==> src/rtl/smtn_pkg.sv <==
// Types and constants of the sorted marker table.
package smtn_pkg;

  localparam int unsigned MAX_MARKERS = 64;

  localparam int unsigned CMD_W    = 3;
  localparam int unsigned TIME_W   = 32;
  localparam int unsigned IDX_W    = 7;
  localparam int unsigned STATUS_W = 2;
  localparam int unsigned FOUND_W  = 6;
  localparam int unsigned COUNT_W  = 7;
  localparam int unsigned CUR_W    = 6;
  localparam int unsigned SAMP_W   = 36;
  localparam int unsigned RATE_W   = 21;
  localparam int unsigned FRAC_W   = 16;
  localparam int unsigned PROD_W   = TIME_W + RATE_W;

  localparam logic [RATE_W-1:0] RATE_RESET = RATE_W'(44100);

  typedef enum logic [CMD_W-1:0] {
    CMD_ADD    = 3'd0,
    CMD_REMOVE = 3'd1,
    CMD_FIND   = 3'd2,
    CMD_SET    = 3'd3,
    CMD_QUERY  = 3'd4
  } smtn_cmd_e;

  typedef enum logic [STATUS_W-1:0] {
    ST_DONE      = 2'd0,
    ST_IGNORED   = 2'd1,
    ST_BAD_INDEX = 2'd2,
    ST_FULL      = 2'd3
  } smtn_status_e;

  typedef struct packed {
    logic [CMD_W-1:0]  cmd;
    logic [TIME_W-1:0] position;
    logic [IDX_W-1:0]  entry_index;
  } smtn_req_t;

  typedef struct packed {
    logic [STATUS_W-1:0] status;
    logic [FOUND_W-1:0]  found_index;
    logic [COUNT_W-1:0]  marker_count;
    logic [CUR_W-1:0]    current_index;
    logic [SAMP_W-1:0]   interval_start;
    logic [SAMP_W-1:0]   interval_end;
    logic                end_open;
  } smtn_rsp_t;

endpackage

==> src/rtl/smtn_scale.sv <==
// Shared time-to-samples multiplier with registered product and saturation.
module smtn_scale
  import smtn_pkg::*;
(
  input  logic              clk_i,
  input  logic              en_i,
  input  logic [TIME_W-1:0] time_i,
  input  logic [RATE_W-1:0] rate_i,
  output logic [SAMP_W-1:0] samples_o
);

  logic [PROD_W-1:0]        prod_q;
  logic [PROD_W-FRAC_W-1:0] shifted;

  always_ff @(posedge clk_i) begin
    if (en_i) begin
      prod_q <= PROD_W'(time_i) * PROD_W'(rate_i);
    end
  end

  assign shifted   = prod_q[PROD_W-1:FRAC_W];
  // anything past 36 bits clamps to all ones
  assign samples_o = shifted[PROD_W-FRAC_W-1:SAMP_W] != '0 ? '1 : shifted[SAMP_W-1:0];

endmodule

==> src/rtl/sorted_marker_table_nearest.sv <==
// Sorted marker table: add, remove, nearest search, set current and current-interval report.
// Flow: query and set read the current entry and the next, scale both and emit the result;
//   add and find walk the table one entry a cycle, add and remove then shift one entry a
//   cycle, and add writes the new entry. One request at a time; busy drops in the strobe
//   cycle, so the next request can be taken there. Results are never stalled.
// The table memory has a single read port, and one multiplier serves both interval ends.
// Reset: one marker at 0, current 0, sample rate 44100; no clearing pass.
module sorted_marker_table_nearest
  import smtn_pkg::*;
(
  input  logic              clk_i,
  input  logic              rst_ni,
  input  logic              start,
  output logic              busy,
  input  smtn_req_t         req_i,
  output logic              done_o,
  output smtn_rsp_t         rsp_o,
  input  logic              cfg_we_i,
  input  logic [RATE_W-1:0] cfg_wdata_i
);

  localparam int unsigned IW = (MAX_MARKERS > 1) ? $clog2(MAX_MARKERS) : 1;
  localparam int unsigned CW = $clog2(MAX_MARKERS + 1);
  localparam int unsigned XW = (CW > IDX_W) ? CW : IDX_W;

  typedef enum logic [8:0] {
    S_IDLE  = 9'b000000001,
    S_SCAN  = 9'b000000010,
    S_SHIFT = 9'b000000100,
    S_DRAIN = 9'b000001000,
    S_INS   = 9'b000010000,
    S_OUT0  = 9'b000100000,
    S_OUT1  = 9'b001000000,
    S_OUT2  = 9'b010000000,
    S_EMIT  = 9'b100000000
  } state_e;

  state_e              state_q, state_d;
  logic [CW-1:0]       cnt_q, cnt_d;
  logic [IW-1:0]       cur_q, cur_d;
  logic [RATE_W-1:0]   rate_q, rate_d;
  logic                pend_q, pend_d;
  logic                done_q, done_d;

  logic [CMD_W-1:0]    cmd_q, cmd_d;
  logic [TIME_W-1:0]   pos_q, pos_d;
  logic [CW-1:0]       p_q, p_d;
  logic [TIME_W-1:0]   prev_q, prev_d;
  logic [CW-1:0]       src_q, src_d;
  logic                up_q, up_d;
  logic [IW-1:0]       wa_q, wa_d;
  logic [IW-1:0]       found_q, found_d;
  smtn_status_e        status_q, status_d;
  logic [SAMP_W-1:0]   start_q, start_d;
  smtn_rsp_t           rsp_q, rsp_d;

  logic [TIME_W-1:0]   mem [MAX_MARKERS];
  logic [TIME_W-1:0]   rdata_q;
  logic                rzero_q;
  logic [TIME_W-1:0]   rd;
  logic [IW-1:0]       raddr;
  logic                mem_we;
  logic [IW-1:0]       mem_waddr;
  logic [TIME_W-1:0]   mem_wdata;

  logic                scale_en;
  logic [SAMP_W-1:0]   samples;

  logic [XW-1:0]       idx_x, cnt_x, cur_x;
  logic [IW-1:0]       p_before;
  logic                scan_end, hit, end_open;

  // Entry 0 always holds time 0: nothing writes it and it reads as zero.
  always_ff @(posedge clk_i) begin
    if (mem_we) begin
      mem[mem_waddr] <= mem_wdata;
    end
    rdata_q <= mem[raddr];
    rzero_q <= (raddr == '0);
  end

  assign rd        = rzero_q ? '0 : rdata_q;
  assign mem_we    = pend_q || (state_q == S_INS);
  assign mem_waddr = pend_q ? wa_q : IW'(p_q);
  assign mem_wdata = pend_q ? rd : pos_q;

  smtn_scale u_scale (
    .clk_i    (clk_i),
    .en_i     (scale_en),
    .time_i   (rd),
    .rate_i   (rate_q),
    .samples_o(samples)
  );

  assign idx_x    = XW'(req_i.entry_index);
  assign cnt_x    = XW'(cnt_q);
  assign cur_x    = XW'(cur_q);
  assign scan_end = (p_q == cnt_q) || (rd >= pos_q);
  assign hit      = (p_q != cnt_q) && (rd == pos_q);
  assign p_before = (p_q == '0) ? '0 : IW'(p_q - CW'(1));
  assign end_open = (CW'(cur_q) + CW'(1)) >= cnt_q;

  always_comb begin
    state_d  = state_q;
    cnt_d    = cnt_q;
    cur_d    = cur_q;
    rate_d   = cfg_we_i ? cfg_wdata_i : rate_q;
    pend_d   = 1'b0;
    done_d   = 1'b0;
    cmd_d    = cmd_q;
    pos_d    = pos_q;
    p_d      = p_q;
    prev_d   = prev_q;
    src_d    = src_q;
    up_d     = up_q;
    wa_d     = wa_q;
    found_d  = found_q;
    status_d = status_q;
    start_d  = start_q;
    rsp_d    = rsp_q;
    raddr    = '0;
    scale_en = 1'b0;

    unique case (state_q)
      S_IDLE: begin
        if (start) begin
          cmd_d    = req_i.cmd;
          pos_d    = req_i.position;
          found_d  = '0;
          status_d = ST_DONE;
          p_d      = '0;
          prev_d   = '0;
          state_d  = S_OUT0;
          unique case (req_i.cmd)
            CMD_ADD, CMD_FIND: begin
              state_d = S_SCAN;
            end
            CMD_REMOVE: begin
              if (idx_x == '0 || idx_x == cnt_x) begin
                status_d = ST_IGNORED;
              end else if (idx_x > cnt_x) begin
                status_d = ST_BAD_INDEX;
              end else begin
                cnt_d = cnt_q - CW'(1);
                if (cur_x >= idx_x) begin
                  cur_d = cur_q - IW'(1);
                end
                if (idx_x != cnt_x - XW'(1)) begin
                  src_d   = CW'(idx_x + XW'(1));
                  up_d    = 1'b0;
                  state_d = S_SHIFT;
                end
              end
            end
            CMD_SET: begin
              if (idx_x < cnt_x) begin
                cur_d = IW'(req_i.entry_index);
              end else begin
                status_d = ST_BAD_INDEX;
              end
            end
            CMD_QUERY: begin
            end
            default: begin
              status_d = ST_IGNORED;
            end
          endcase
        end
      end

      // p_q is the entry whose data is in rd; the next read is already issued
      S_SCAN: begin
        if (scan_end) begin
          state_d = S_OUT0;
          if (cmd_q == CMD_ADD) begin
            if (hit) begin
              status_d = ST_IGNORED;
              cur_d    = p_before;
            end else if (cnt_q == CW'(MAX_MARKERS)) begin
              status_d = ST_FULL;
            end else begin
              cur_d = p_before;
              if (p_q == cnt_q) begin
                state_d = S_INS;
              end else begin
                src_d   = cnt_q - CW'(1);
                up_d    = 1'b1;
                state_d = S_SHIFT;
              end
            end
          end else begin
            if (p_q == '0) begin
              found_d = '0;
            end else if (p_q == cnt_q) begin
              found_d = p_before;
            end else if ((rd - pos_q) < (pos_q - prev_q)) begin
              found_d = IW'(p_q);
            end else begin
              found_d = p_before;
            end
          end
        end else begin
          p_d    = p_q + CW'(1);
          prev_d = rd;
          raddr  = IW'(p_q + CW'(1));
        end
      end

      // read one entry per cycle, write it one slot over on the next cycle
      S_SHIFT: begin
        raddr  = IW'(src_q);
        pend_d = 1'b1;
        wa_d   = up_q ? IW'(src_q + CW'(1)) : IW'(src_q - CW'(1));
        // remove already decremented the count, so the last source equals it
        if (up_q ? (src_q == p_q) : (src_q == cnt_q)) begin
          state_d = S_DRAIN;
        end else begin
          src_d = up_q ? src_q - CW'(1) : src_q + CW'(1);
        end
      end

      S_DRAIN: begin
        state_d = (cmd_q == CMD_ADD) ? S_INS : S_OUT0;
      end

      S_INS: begin
        cnt_d   = cnt_q + CW'(1);
        state_d = S_OUT0;
      end

      S_OUT0: begin
        raddr   = cur_q;
        state_d = S_OUT1;
      end

      S_OUT1: begin
        scale_en = 1'b1;
        raddr    = IW'(CW'(cur_q) + CW'(1));
        state_d  = S_OUT2;
      end

      S_OUT2: begin
        start_d  = samples;
        scale_en = 1'b1;
        state_d  = S_EMIT;
      end

      S_EMIT: begin
        rsp_d.status         = status_q;
        rsp_d.found_index    = FOUND_W'(found_q);
        rsp_d.marker_count   = COUNT_W'(cnt_q);
        rsp_d.current_index  = CUR_W'(cur_q);
        rsp_d.interval_start = start_q;
        rsp_d.interval_end   = end_open ? '1 : samples;
        rsp_d.end_open       = end_open;
        done_d               = 1'b1;
        state_d              = S_IDLE;
      end

      default: begin
        state_d = S_IDLE;
      end
    endcase
  end

  always_ff @(posedge clk_i or negedge rst_ni) begin
    if (!rst_ni) begin
      state_q <= S_IDLE;
      cnt_q   <= CW'(1);
      cur_q   <= '0;
      rate_q  <= RATE_RESET;
      pend_q  <= 1'b0;
      done_q  <= 1'b0;
    end else begin
      state_q <= state_d;
      cnt_q   <= cnt_d;
      cur_q   <= cur_d;
      rate_q  <= rate_d;
      pend_q  <= pend_d;
      done_q  <= done_d;
    end
  end

  always_ff @(posedge clk_i) begin
    cmd_q    <= cmd_d;
    pos_q    <= pos_d;
    p_q      <= p_d;
    prev_q   <= prev_d;
    src_q    <= src_d;
    up_q     <= up_d;
    wa_q     <= wa_d;
    found_q  <= found_d;
    status_q <= status_d;
    start_q  <= start_d;
    rsp_q    <= rsp_d;
  end

  assign busy   = (state_q != S_IDLE);
  assign done_o = done_q;
  assign rsp_o  = rsp_q;

endmodule

==> config.mk <==
export PLATFORM = sky130hd
export DESIGN_NAME = sorted_marker_table_nearest
export DESIGN_NICKNAME = d
export VERILOG_FILES = /design/src/rtl/smtn_pkg.sv /design/src/rtl/smtn_scale.sv /design/src/rtl/sorted_marker_table_nearest.sv
export SDC_FILE = /design/constraint.sdc
export NUM_CORES = 2
export LEC_CHECK = 0
export CAP_MARGIN = 0
export CORE_MARGIN = 2
export CORE_UTILIZATION = 36
export CTS_CLUSTER_SIZE = 10
export DETAILED_ROUTE_END_ITERATION = 12
export DONT_BUFFER_PORTS = 1
export GPL_ROUTABILITY_DRIVEN = 0
export PLACE_DENSITY = 0.59
export SETUP_SLACK_MARGIN = 0.5
export SYNTH_ARGS = -nofsm -noshare
export SYNTH_HDL_FRONTEND = slang
export SYNTH_HIERARCHICAL = 1
export SYNTH_SLANG_ARGS = --single-unit
==> constraint.sdc <==
create_clock -name clk_i -period 9.9 [get_ports clk_i]
set_clock_uncertainty 0.2 [all_clocks]
set_input_delay 1.485 -clock clk_i [delete_from_list [all_inputs] [get_ports clk_i]]
set_output_delay 1.485 -clock clk_i [all_outputs]
set_load 0.01 [all_outputs]
==> out/qor.csv <==
metric,value,unit
number of global-route vias before repair,79100,
Final min period,8.78,ns
DP HPWL,244000,um
via count,79700,
Longest Clk Path Bufs,4,
Setup CP Type,reg2reg,
number of port buffers,0,
Int Power,28700,uW
chip width,586,um
Rows,213,
number of synthesis warnings,6,
Levels on crit path,25,
P_leak,0.0505,uW
CTS resizes,0,
DRC Markers,0,
gr usage total,0.219,
CP Data Required Time,10.32,ns
worst stage delay on the critical path,1.18,ns
DR pass1 iterations,6,
Core Area,337000,um2
asr flop ratio synth,0.0188,
via-per-instance ratio,5.65,
starting DRC count in detailed routing,9414,
number of synthesized flops with an enable pin,2311,
Crit path top cell by count,fa_1,
# Max-Cap Violations,0,
Crit-path slowest cell,dfxtp_2,
Most used DFF post-synth,edfxtp_1,
slew of the pin with the lowest slew margin,1.41,ns
sequential area share after synthesis,0.583,
logic gate share of total power,0.558,
"FF+latch count, synth",2389,
synth top area cells,"edfxtp_1 (57%), fa_1 (9.3%), mux2i_1 (4.8%), nand2_1 (3.5%), ha_1 (2.9%)",
arrival time at the worst endpoint,9.20,ns
CP Launch Point,rzero_q,
worst rel slew slack,0.0577,
r2r startpoint,rzero_q,
net count after synthesis,10300,
NetSw,23300,uW
sequential power share,0.260,
Syn Area/Cell,13.0,um2
worst-case reg-to-reg path depth,25,
CTS Buf Count,286,
global route total overflow,0,
largest net degree at the start of global routing,113,
post-CTS setup buffers,0,
WP buf/inv,7,
Final Setup Violations,0,
wire per inst,27.2,um
clock-pin slew on the worst setup and hold paths,0.06,ns
Worst setup EP type,flip-flop,
Final nets,10400,
io pins,163,
worst-path fanout max,33,
Root Driver,clkbuf_16,
Sink Count,2389,
Yosys cell types,100,
Clock Latency Late Sink,0.92,ns
# H-tree levels,5,
DRT Wirelength,384000,um
Power Dens Cells,379,nW/um2
worst vdd ir,0.000820,V
total chip power,52000,uW
Synth Instances,9407,
final setup TNS,0,ns
hold_buf cts,0,
power share of the clock group,0.183,
die area,344000,um2
Initial Util,0.362,
remaining antenna violation count after routing,0,
final hold violations,0,
post-synth top area share,0.568,
status,"complete, no violations",
dominant cell type by area after synthesis,edfxtp_1,
CP startpoint kind,flip-flop,
min-delay worst type,in2async,
final period utilization,0.887,
Die Y,586,um
area growth from synthesis to layout,12.5,%
Switching Fraction,0.448,
mapped cell area,122000,um2
layout cells sized above 1,0.0989,
RSZ-0062 raised after global routing,no,
first-pass GRT wire length,555000,um
pins over their slew limit,0,
initial antenna violation count,25,
Max Clk Rate,0.114,GHz
Crit path max-delay family,adder cells,
TritonCTS clock tree,built,
==> cells by family (layout without fill, tap and decap cells) <==
logic type	Yosys count	after routing	synth area share
muxes	632	632	0.0523
AOI/OAI and AO/OA	1495	1495	0.0889
other	0	18	0
adders and majority gates	853	853	0.122
and+or+nand+nor	2472	2472	0.0965
DFF	2389	2389	0.583
xor gates and xnor gates	157	157	0.0113
buffers and inverters	1409	1579	0.0457
==> stage by stage <==
stage                      util  std cells  hold slack (ns)  instance area [um2]  setup slack (ns)
after detailed placement  0.383      13700            0.205               129000              1.22
after CTS                 0.407      14100           0.0165               137000              1.14
after global placement    0.383      13700            0.201               129000              1.22
final                     0.408      14100           0.0704               137000              1.12
after floorplan               -       9407            0.200               122000             0.776
after global routing      0.408      14100           0.0371               137000             0.884
==> layer usage <==
layer  GRT usage  part of all wire
met4      0.0742             0.036
met1       0.296              0.40
met5           0           0.00018
met3      0.0539              0.11
met2       0.344              0.45
==> synthesized netlist by cell type, drive strengths merged (36+ instances only) <==
library cell,instances
a2111oi,88
a211oi,254
a21o,74
a21oi,245
a221oi,48
a31oi,69
and2,422
and3,36
buf,232
clkbuf,342
dfrtp,37
edfxtp,2311
fa,568
ha,285
inv,834
mux2,51
mux2i,581
nand2,1140
nand2b,57
nand3,311
nand4,44
nor2,193
nor2b,55
nor3,68
nor4,52
o211ai,100
o21ai,176
o22ai,55
o311a,36
or2,42
xnor2,113
xor2,44
==> final timing paths <==
path,slack [ns],endpoint
min in group clk_i,0.21,rsp_o[43]
min reg2reg,0.21,rsp_o[43]
min,0.07,cnt_q[5]
max,1.12,u_scale/prod_q[52]
max reg2reg,1.12,u_scale/prod_q[52]
max in group asynchronous,9.13,rate_q[13]
==> worst reg2reg max path: stages, from the launching register on <==
cell       delay, ns
dfxtp_2         1.18
nor2b_2         0.49
buf_4           0.31
and2_1          0.16
fa_1            0.50
fa_1            0.53
inv_1           0.06
fa_1            0.53
inv_1           0.06
fa_1            0.49
inv_1           0.05
fa_1            0.47
inv_1           0.05
fa_1            0.54
inv_1           0.06
fa_1            0.53
inv_1           0.05
ha_1            0.34
a21oi_1         0.17
o21ai_1         0.09
a31oi_1         0.18
o21ai_1         0.18
a21oi_1         0.50
nor3_1          0.18
o2111a_1        0.28
a2111oi_2       0.33
==> layout by cell type (no fill, tap or decap), types with 68 or more instances in the layout <==
| cell | n |
|---|---|
| inv_1 | 832 |
| fa_1 | 568 |
| o21ai_0 | 125 |
| nor2_4 | 68 |
| buf_4 | 291 |
| o211ai_1 | 100 |
| clkbuf_1 | 93 |
| nand3_1 | 310 |
| clkbuf_16 | 289 |
| ha_1 | 285 |
| edfxtp_1 | 2311 |
| and2_1 | 422 |
| nand2_1 | 1136 |
| a211oi_1 | 252 |
| xnor2_1 | 113 |
| a2111oi_0 | 82 |
| nor2_1 | 119 |
| a21o_1 | 73 |
| a21oi_1 | 241 |
| mux2i_1 | 581 |
==> registers in the layout, indices dropped and copies added (netlist names), 7 cells and up <==
signal	cells
prev_q	32
cnt_q	7
src_q	7
rdata_q	32
state_q	9
start_q	36
mem	2048
p_q	7
u_scale/prod_q	37
pos_q	32
rsp_o	94
rate_q	21
==> power groups by stage <==
stage | Sequential, uW | Clock [uW] | Combinational, uW
after floorplan | 13400 | 0 | 19900
after global placement | 13700 | 0 | 28100
after detailed placement | 13700 | 0 | 28500
after CTS | 13500 | 9620 | 28700
after global routing | 13500 | 10000 | 32100
final | 13500 | 9510 | 29000
==> area by class of cell <==
class	count	area (um2)
Clock inverter	47	606
Antenna cell	18	45.0
Clock buffer	384	7610
Multi-Input combinational cell	5609	46600
Sequential cell	2389	71200
Timing Repair Buffer	313	2610
Inverter	835	3130
Tap cell	4515	5650
Fill cell	30900	200000
Note: power is estimated with default switching activity, not from simulation.
